### config.mk
export PLATFORM = sky130hd
export DESIGN_NAME = act_front
export DESIGN_NICKNAME = d
export VERILOG_FILES = /design/src/sv/act_pkg.sv /design/src/sv/act_front.sv
export SDC_FILE = /design/constraint.sdc
export NUM_CORES = 2
export LEC_CHECK = 0
export ABC_AREA = 1
export ABC_CLOCK_PERIOD_IN_PS = 5500
export BUFFER_PORTS_ARGS = -buffer_cell sky130_fd_sc_hd__buf_2
export CAP_MARGIN = 10
export CORE_MARGIN = 4
export CORE_UTILIZATION = 30
export CTS_BUF_LIST = sky130_fd_sc_hd__clkbuf_4 sky130_fd_sc_hd__clkbuf_8
export DETAILED_ROUTE_END_ITERATION = 6
export GPL_TIMING_DRIVEN = 0
export PLACE_DENSITY = 0.48
export SLEW_MARGIN = 10
export SYNTH_ARGS = -nofsm -noshare
export SYNTH_HDL_FRONTEND = slang
export SYNTH_SLANG_ARGS = --single-unit
### constraint.sdc
create_clock -name clk -period 5.5 [get_ports clk]
set_input_delay 1.1 -clock clk [delete_from_list [all_inputs] [get_ports clk]]
set_output_delay 1.1 -clock clk [all_outputs]
set_load 0.02 [all_outputs]
### src/sv/act_pkg.sv
`timescale 1ns / 1ps
`default_nettype none
// ----------------------------------------------------------------------------
// ACES filmic tonemap package
// Shared constants and types for the tonemap pipeline.
// ----------------------------------------------------------------------------
package act_pkg;

    localparam int IN_FRAC_BITS  = 12;
    localparam int OUT_FRAC_BITS = 16;
    localparam int IN_W          = 24;
    localparam int OUT_W         = OUT_FRAC_BITS + 1;
    localparam int Q_W           = OUT_FRAC_BITS + 1;
    localparam int X_W           = IN_FRAC_BITS + 6;
    localparam int T_W           = 38;
    localparam int P_W           = 54;
    localparam int D_W           = P_W - 2;
    localparam int NUM_CELLS     = Q_W;

    localparam logic signed [X_W-1:0] X_MIN = X_W'(-(1 <<< IN_FRAC_BITS));
    localparam logic signed [X_W-1:0] X_MAX = X_W'(16 <<< IN_FRAC_BITS);

    localparam logic signed [T_W-1:0] K_A  = T_W'(164495);
    localparam logic signed [T_W-1:0] K_BS = T_W'(64'sd1966 <<< IN_FRAC_BITS);
    localparam logic signed [T_W-1:0] K_C  = T_W'(159252);
    localparam logic signed [T_W-1:0] K_DS = T_W'(64'sd38666 <<< IN_FRAC_BITS);
    localparam logic signed [P_W-1:0] K_ES = P_W'(64'sd9175 <<< (2 * IN_FRAC_BITS));

    localparam logic [OUT_W-1:0] OUT_ONE = OUT_W'(1 << OUT_FRAC_BITS);

    typedef struct packed {
        logic [D_W-1:0] rem;
        logic [D_W-1:0] den;
        logic [Q_W-1:0] quo;
        logic           sat;
        logic           zero;
    } ch_t;

    typedef struct packed {
        logic           valid;
        ch_t [2:0]      ch;
    } cell_t;

endpackage
`default_nettype wire

### src/sv/act_front.sv
`timescale 1ns / 1ps
`default_nettype none
// ----------------------------------------------------------------------------
// ACES tonemap front end
// Clamps one channel and forms the numerator and denominator over three
// registered stages, then classifies the ratio in a fourth.
// ----------------------------------------------------------------------------
module act_front
(
    input  wire                            clk,
    input  wire                            en,
    input  wire logic signed [act_pkg::IN_W-1:0] x_in,
    output act_pkg::ch_t                   ch_out
);
    import act_pkg::*;

    logic signed [X_W-1:0] x1_reg, x1_next, x2_reg;
    logic signed [T_W-1:0] ta_reg, ta_next, tc_reg, tc_next;
    logic signed [P_W-1:0] num_reg, num_next, den_reg, den_next;
    ch_t                   ch_reg, ch_next;

    always_comb
    begin
        if (x_in < IN_W'(X_MIN))
            x1_next = X_MIN;
        else if (x_in > IN_W'(X_MAX))
            x1_next = X_MAX;
        else
            x1_next = X_W'(x_in);
        ta_next  = T_W'(x1_reg) * K_A + K_BS;
        tc_next  = T_W'(x1_reg) * K_C + K_DS;
        num_next = P_W'(x2_reg) * P_W'(ta_reg);
        den_next = P_W'(x2_reg) * P_W'(tc_reg) + K_ES;
        ch_next.rem  = num_reg[D_W-1:0];
        ch_next.den  = den_reg[D_W-1:0];
        ch_next.quo  = '0;
        ch_next.zero = (num_reg <= 0);
        ch_next.sat  = (num_reg >= den_reg);
    end

    always_ff @(posedge clk)
    begin
        if (en)
        begin
            x1_reg  <= x1_next;
            x2_reg  <= x1_reg;
            ta_reg  <= ta_next;
            tc_reg  <= tc_next;
            num_reg <= num_next;
            den_reg <= den_next;
            ch_reg  <= ch_next;
        end
    end

    assign ch_out = ch_reg;

endmodule
`default_nettype wire

==> results_dict.tcl <==
set metrics [dict create \
    outcome "finished, violations left" \
    failed_checks "DRC, setup timing" \
    dp.cells 11225 \
    port_buffers 128 \
    wl_met1_um 112000 \
    path_cells "clkbuf_16 -> clkbuf_8 -> nand2_1 -> fa_1 -> inv_1 -> fa_1 -> fa_1 -> fa_1 -> fa_1 -> inv_1 -> fa_2 -> inv_1 -> ha_4 -> nand2_1 -> nor2_4 -> inv_1 -> nor4_2 -> nand3_1 -> nand3_2 -> a21oi_2 -> xnor2_2" \
    row_count 176 \
    worstPathRequired_ns 5.96 \
    postRouteAntennaNets 0 \
    reg2reg_from "x2_reg[9]$_DFFE_PP_" \
    synth_area_leaders "fa_1, edfxtp_1, inv_1" \
    syn_avg_cell_area_um2 8.64 \
    finalCritPeriodShare 1.15 \
    synthFlopType "edfxtp_1" \
    yosys_warnings 0 \
    top_layer "met5" \
    numCtsBuffers 55 \
    routed_wirelength_um 253000 \
    arrival_ns 6.77 \
    synth-edff-count 313 \
    ys_seq_elements 313 \
    rsz0062_at_grt "true" \
    vias 53686 \
    layout_common_cells "inv_1, nand2_1, fa_1" \
    start_util 0.302 \
    drc 30 \
    path_max_fanout 10 \
    finClkSkew_ns 0.0835 \
    die_area_um2 240000 \
    layout_commonest_cell "inv_1" \
    fillCellCount 23715 \
    grt_overflow 0 \
    end_kind "flop" \
    grt_max_degree 122 \
    cts.clk_slew.worst_paths_ns 0.06 \
    antenna_found_initial 7 \
    wl_met3_um 20400 \
    fmax_mhz 158 \
    grt.total_usage 0.212 \
    grt_pass1_vias 56327 \
    ys_async_sr_fraction 0 \
    hold_viol_final 0 \
    finalSetupViolCount 101 \
    first_pass_iters 7 \
    ios 149 \
    final_max_slew_viol_count 0 \
    cts-root-buf "clkbuf_8" \
    syn_area_um2 69500 \
    grt_pass1_wl_um 374000 \
    syn2layout_area_growth_pct 19.8 \
    slowest_stage "fa_2" \
    place_ws_ns -2.14 \
    postCtsHoldBufs 0 \
    drtIter0Drc 3589 \
    fp.coreArea_um2 230000 \
    worst_pin_slew_ns 0.979 \
    startpoint "x2_reg[9]$_DFFE_PP_" \
    min_from "den_reg[36]$_DFFE_PP_" \
    ys_types 50 \
    slew_headroom 0.345 \
    htree_levels 2 \
    final_nets 10583 \
    hold_class "flop to flop" \
    die_w_um 489 \
    tns_ns -41.65 \
    drt-wirelength-per-cell_um 21.9 \
    crit_path_max_incr_delay_ns 0.64 \
    clock_sinks 313 \
    vias_per_cell 4.64 \
    die_h_um 489 \
    synth.top_cell.area_share 0.410 \
    ys_seq_area_frac 0.135 \
    yosysTopAreaCell "fa_1" \
    largest_reg_flops 102 \
    final_cells 11576 \
    cp_common_cell "fa_1" \
    clk_latency_ns 0.78 \
    tritoncts "yes" \
    crit_type "flop to flop" \
    cts.path.max_buffers 3 \
    syn_inst 8045 \
    hpwl_um 210000 \
    maxCapViolCount 0 \
    drive_gt1_frac 0.175 \
    start_kind "flop" \
    gp_congestion 0.983 \
    setup_slack_ns -0.809 \
    fin_crit_ns 6.31 \
    dr_wl_met2_um 111000 \
]
cells by family after synthesis:
family	share of synthesized area
and+or+nand+nor	0.135
buffers and inverters	0.150
other	0.0000539
adders and majority gates	0.524
xor gates and xnor gates	0.0236
DFF	0.135
AOI/OAI and AO/OA	0.0329
cells in the mapped netlist, types with 16 or more instances:
cell type,n
o21bai_1,16
fa_1,1424
or2_2,28
a21o_1,17
o21ai_0,91
clkbuf_1,266
nand3_1,108
edfxtp_1,313
nand2_1,1805
nand4_1,50
inv_1,2430
ha_1,632
nor2_1,234
xor2_1,114
xnor2_1,70
nor3_1,27
a21oi_1,210
buf_4,21
nor4_1,28
buf_1,24
a31oi_1,27
layer usage:
| metal | GRT usage | vias to the layer above |
|---|---|---|
| met4 | 0.0705 | 8 |
| met5 | 0 | - |
| met3 | 0.0478 | 363 |
| met2 | 0.327 | 1786 |
| li1 | - | 24157 |
| met1 | 0.294 | 27372 |
repair_timing:
item / 4_1_cts / 5_1_grt
buffers inserted: 100 / 159
gates resized for setup: 701 / 648
cloned: 2 / 1
pin swaps: 67 / 170
endpoints found under the setup margin: 133 / 130
worst max-delay path: cells and delay by family (launching register included):
kind	cells	cell delay [ns]
adders and majority gates	7	3.57
xor gates and xnor gates	1	0.15
AOI/OAI and AO/OA	1	0.09
DFF	1	0.36
buffers and inverters	6	0.82
and+or+nand+nor	6	0.96
path summary, 6_finish.rpt:
check,cells after the start,endpoint,slack [ns]
setup reg to reg,21,den_reg[53]$_DFFE_PP_,-0.81
hold reg to reg,0,ch_out[55]$_DFFE_PP_,0.44
hold / removal,0,ch_out[55]$_DFFE_PP_,0.44
setup / recovery,21,den_reg[53]$_DFFE_PP_,-0.81
stage by stage:
step,hold WS (ns),utilization,instance area (um2)
after floorplan,0.426,-,70400
after global placement,0.439,0.325,74800
after detailed placement,0.435,0.326,75000
after CTS,0.446,0.347,79800
after global routing,0.467,0.361,83300
final,0.444,0.362,83300
cell type report:
class                           instances  area (um2)  share of cell area
Clock inverter                         32         269             0.00323
Antenna cell                            7        17.5            0.000210
Timing Repair Buffer                  395        3010              0.0361
Sequential cell                       313        9400               0.113
Tap cell                             3026        3790              0.0455
Inverter                             2438        9200               0.110
Timing Repair inverter                  1        6.26           0.0000751
Clock buffer                           67         847              0.0102
Buffer                                295        3490              0.0419
Multi-Input combinational cell       5002       53300               0.640
Power is left out: the tool's default activity adds up to more than one toggle a clock period on the data nets, which glitch-free logic cannot reach.
