### src/sv/act_pkg.sv
`timescale 1ns / 1ps
`default_nettype none
// ----------------------------------------------------------------------------
// ACES filmic tonemap package
// Shared constants and types for the tonemap pipeline.
// ----------------------------------------------------------------------------
package act_pkg;

    localparam int IN_FRAC_BITS  = 12;
    localparam int OUT_FRAC_BITS = 16;
    localparam int IN_W          = 24;
    localparam int OUT_W         = OUT_FRAC_BITS + 1;
    localparam int Q_W           = OUT_FRAC_BITS + 1;
    localparam int X_W           = IN_FRAC_BITS + 6;
    localparam int T_W           = 38;
    localparam int P_W           = 54;
    localparam int D_W           = P_W - 2;
    localparam int NUM_CELLS     = Q_W;

    localparam logic signed [X_W-1:0] X_MIN = X_W'(-(1 <<< IN_FRAC_BITS));
    localparam logic signed [X_W-1:0] X_MAX = X_W'(16 <<< IN_FRAC_BITS);

    localparam logic signed [T_W-1:0] K_A  = T_W'(164495);
    localparam logic signed [T_W-1:0] K_BS = T_W'(64'sd1966 <<< IN_FRAC_BITS);
    localparam logic signed [T_W-1:0] K_C  = T_W'(159252);
    localparam logic signed [T_W-1:0] K_DS = T_W'(64'sd38666 <<< IN_FRAC_BITS);
    localparam logic signed [P_W-1:0] K_ES = P_W'(64'sd9175 <<< (2 * IN_FRAC_BITS));

    localparam logic [OUT_W-1:0] OUT_ONE = OUT_W'(1 << OUT_FRAC_BITS);

    typedef struct packed {
        logic [D_W-1:0] rem;
        logic [D_W-1:0] den;
        logic [Q_W-1:0] quo;
        logic           sat;
        logic           zero;
    } ch_t;

    typedef struct packed {
        logic           valid;
        ch_t [2:0]      ch;
    } cell_t;

endpackage
`default_nettype wire

### src/sv/act_div_cell.sv
`timescale 1ns / 1ps
`default_nettype none
// ----------------------------------------------------------------------------
// ACES tonemap divider cell
// Produces one restoring-division quotient bit for each of the three channels
// and hands the partial remainder to the next cell.
// ----------------------------------------------------------------------------
module act_div_cell
(
    input  wire           clk,
    input  wire           rst_n,
    input  wire           en,
    input  act_pkg::cell_t cell_in,
    output act_pkg::cell_t cell_out
);
    import act_pkg::*;

    cell_t          cell_next;
    logic           valid_reg;
    ch_t [2:0]      ch_reg;
    logic [D_W:0]   r2 [3];
    logic [2:0]     ge;

    always_comb
    begin
        cell_next = cell_in;
        for (int i = 0; i < 3; i++)
        begin
            r2[i] = {cell_in.ch[i].rem, 1'b0};
            ge[i] = (r2[i] >= {1'b0, cell_in.ch[i].den});
            cell_next.ch[i].rem = ge[i] ? D_W'(r2[i] - {1'b0, cell_in.ch[i].den})
                                        : D_W'(r2[i]);
            cell_next.ch[i].quo = {cell_in.ch[i].quo[Q_W-2:0], ge[i]};
        end
    end

    always_ff @(posedge clk or negedge rst_n)
    begin
        if (!rst_n)
            valid_reg <= 1'b0;
        else if (en)
            valid_reg <= cell_next.valid;
    end

    always_ff @(posedge clk)
    begin
        if (en)
            ch_reg <= cell_next.ch;
    end

    assign cell_out.valid = valid_reg;
    assign cell_out.ch    = ch_reg;

endmodule
`default_nettype wire
### config.mk
export PLATFORM = sky130hd
export DESIGN_NAME = act_div_cell
export DESIGN_NICKNAME = d
export VERILOG_FILES = /design/src/sv/act_pkg.sv /design/src/sv/act_div_cell.sv
export SDC_FILE = /design/constraint.sdc
export NUM_CORES = 1
export LEC_CHECK = 0
export BUFFER_PORTS_ARGS = -buffer_cell sky130_fd_sc_hd__buf_2
export CAP_MARGIN = 10
export CORE_AREA = 2 2 289 291
export CTS_CLUSTER_SIZE = 16
export DETAILED_ROUTE_END_ITERATION = 8
export DIE_AREA = 0 0 291 293
export GPL_TIMING_DRIVEN = 0
export SLEW_MARGIN = 40
export SYNTH_ARGS = -nofsm -noshare
export SYNTH_HDL_FRONTEND = slang
export SYNTH_SLANG_ARGS = --single-unit
### constraint.sdc
create_clock -name clk -period 2 [get_ports clk]
set_input_delay 0 -clock clk [delete_from_list [all_inputs] [get_ports clk]]
set_output_delay 0 -clock clk [all_outputs]
set_load 0.01 [all_outputs]
==> run summary <==
STA classifies the critical path endpoint as a flip-flop. The tree is rooted in a clkbuf_16. The total of endpoints with negative setup slack in the final report was 157; the synthesis-to-finish area growth was 69.2%. After synthesis, the cell types taking the most area are edfxtp_1 49%, ha_1 8.7%, a21oi_1 6.1%. In the post-synthesis netlist, the cell with the most instances is edfxtp_1.

VDD sags by at most 0.000940 V. The register clock-pin slew on the reported worst setup and hold paths is 0.06 ns. Static leakage: 0.0162 uW. The area enclosed by the die boundary is 85300 um^2. Headroom to the max-slew limit came out at 59.7%. Cell with the largest stage delay on the worst path: or3_4. After synthesis the cells add up to 22500 um^2. The sequential-to-total area share from yosys stat came out at 49.3%. Grouping stages by cell kind, the critical path spends the most delay in compound AO/OA/AOI/OAI gates. The run gives 5 as the number of failing hold endpoints at the final stage. The first detailed-routing pass took 6 iterations. The run gives 22700 as the via count of the first global-routing pass. The synthesized net count was 2729.

For the final database, setup skew stands at 0 ns. The clock passes through at most 3 buffers. Together, buffers and inverters on the worst path number 6. The share of synthesized area in the top cell type comes to 49.2%.

After global routing the overflow that remains totals 0. At the end of the flow the core is filled with cells to 46.6%. From bottom edge to top edge, the die measures 293 um.

The pin count of the biggest net entering global routing came out at 72. The number of DRC violations after detailed-routing iteration 0 is 1466. In this run the worst hold path is classified as in2reg. The Yosys warning count was 0.

Estimated wirelength of the detail-placed design: 69300 um. Counting I/O delays and the setup requirement, the final critical path takes 2.47 ns. Kind of start point of the critical path: an input pin. In this run the number of H-tree levels came out at 2. The sink count of the clock tree was 370.

The average cell area after synthesis is 10.3 um^2. The floorplan step defined a core boundary enclosing 81800 um^2. The total power divided by cell area came out at 714 nW/um^2. The worst slack on hold paths was -0.390 ns. In this run the count of I/O pins placed on the die edge is 743.

The run gives 21 as the number of antenna violations at the first check in global routing. At the worst endpoint, the arrival time is 2.87 ns. The run finished, with violations left. In the final layout, the share of cells above drive strength 1 is 43.2%. The tools report the max-cap check violation count as 0.

The tools report the clock buffer count from CTS as 45. In this run, synthesis inferred 369 flip-flops with an integrated enable. The post-synthesis cell type with the largest combined area is edfxtp_1. Routability-driven placement finished with a final weighted congestion of 0.915.

For the initial core utilization, the log shows 27.5%. For the total number of vias, the log shows 22700. The average detailed-routed wire length per instance was 21.1 um. Data required time at the worst endpoint: 2.39 ns. In the synthesized netlist, the number of instances is 2197. Synthesis instantiated 90 different standard cells from the library.

After floorplanning, the core was divided into 105 placement rows. The count of buffers added on input and output ports is 739. Setup repair after global routing could not meet its margin everywhere. After detailed routing, the total wire length is 96700 um. At the later pin of the worst-skew pair, clock insertion delay measures 0.56 ns. The critical path goes through buf_8, inv_4, ha_4, buf_6, and3_4, o21ai_4, a31oi_4, or3_4, a21oi_4, o21ai_4, a211o_4, a21oi_4, buf_4, buf_6, inv_6, and4_1, nor3_2. The critical path in this run is classified as in2reg. From left edge to right edge, the die measures 291 um. Based on the critical path, the design can be clocked at up to 404 MHz. The checks that failed: hold timing, setup timing.

Of the available clock period, the critical path in the final layout requires 124%. The logs give 27200 uW for the power consumption and -0.475 ns for the final critical-path setup slack. In this run the remaining antenna-violating nets after routing total 0. At the end of the flow, the number of nets in the layout was 4002. The register with the most flip-flops in the layout has 369 of them.

Global routing used 21.1% of the available tracks across all layers. The delay of the slowest critical-path stage was 0.43 ns. For this run, the leading register cell type out of synthesis is edfxtp_1. The flip-flop and latch count after synthesis came out at 370.

The global-route wire length before repair is 139000 um, and the highest fanout seen on the critical path is 4. For this run, design rule violations remaining after detail routing come to 0. TritonCTS built the clock tree. For the pin with the worst max-slew slack, the measured transition is 0.599 ns.

By count the netlist is led by 369 x edfxtp_1, 276 x a21oi_1, 220 x nor2_1. After synthesis, the share of flip-flops with an asynchronous set or reset is 0.270%. Dividing the detail-routed via count by the number of cells gives 4.94. Max-slew violation count: 0.
## metrics by stage
stage	worst slack [ns]	setup TNS [ns]	area, um^2	cells
2_1_floorplan	-0.591	-69.85	23200	2197
3_3_place_gp	-5.18	-1990.11	28300	4006
4_1_cts	-0.476	-43.99	36400	4530
5_1_grt	-0.517	-58.11	38100	4584
6_report	-0.475	-51.95	38100	4587
3_5_place_dp	-1.56	-198.38	28400	4011
## area by class of cell
cell class | instances | area, um^2
Inverter | 206 | 841
Timing Repair inverter | 1 | 8.76
Tap cell | 1070 | 1340
Clock buffer | 51 | 1150
Multi-Input combinational cell | 1544 | 13500
Timing Repair Buffer | 1250 | 9200
Sequential cell | 370 | 11100
Buffer | 52 | 737
Fill cell | 7543 | 43700
Antenna cell | 15 | 37.5
Clock inverter | 28 | 249
## where the power goes
part,leakage (uW),switching (uW),internal [uW]
sequential,0.00363,223,9630
clock,0.000689,3490,4520
combinational,0.0119,5050,4330
## cell families after synthesis
kind of cell               share of synthesized area, %
AOI/OAI and AO/OA                                  18.7
and+or+nand+nor                                    11.8
DFF                                                49.3
buffers and inverters                              5.10
adders and majority gates                          8.93
xor gates and xnor gates                           5.01
muxes                                              1.15
## layer usage
metal | vias up | global-route usage (%) | share of wire, % | wire length, um
li1 | 10600 | - | - | -
met1 | 10800 | 24.1 | 38 | 36700
met2 | 991 | 37.5 | 50 | 48200
met3 | 203 | 5.63 | 8.1 | 7790
met4 | 14 | 8.15 | 4.1 | 3990
met5 | - | 0 | 0.080 | 77
## layout by cell type (no fill, tap or decap), drive strengths merged, types with 32 or more instances in the layout
| cell | n |
|---|---|
| buf | 885 |
| dlygate4sd3 | 375 |
| edfxtp | 369 |
| a21oi | 278 |
| nor2 | 220 |
| inv | 206 |
| ha | 156 |
| nand2 | 151 |
| o21ai | 99 |
| a21o | 94 |
| clkbuf | 93 |
| xnor2 | 81 |
| xor2 | 48 |
| nand4 | 37 |
| o21bai | 34 |
| nand3 | 32 |
## final timing paths
check                                       from                 endpoint  slack (ns)  depth (start not counted)
hold reg to reg            valid_reg$_DFFE_PN0P_    valid_reg$_DFFE_PN0P_        0.52                          1
hold / removal                       cell_in[20]   cell_out[20]$_DFFE_PP_       -0.39                          1
setup reg to reg           valid_reg$_DFFE_PN0P_    valid_reg$_DFFE_PN0P_        1.25                          1
min in group asynchronous                  rst_n    valid_reg$_DFFE_PN0P_        0.28                          3
setup / recovery                    cell_in[144]  cell_out[244]$_DFFE_PP_       -0.47                         17
max in group asynchronous                  rst_n    valid_reg$_DFFE_PN0P_        1.61                          3
## repair_timing
action | in CTS | in global routing
setup endpoints to repair | 159 | 159
pin swaps | 95 | 89
buffers inserted | 84 | 34
hold buffers | 358 | 17
gates cloned | 14 | 9
hold endpoints to repair | 409 | 17
resized for setup | 464 | 311
Note: power is estimated with default switching activity, not from simulation.
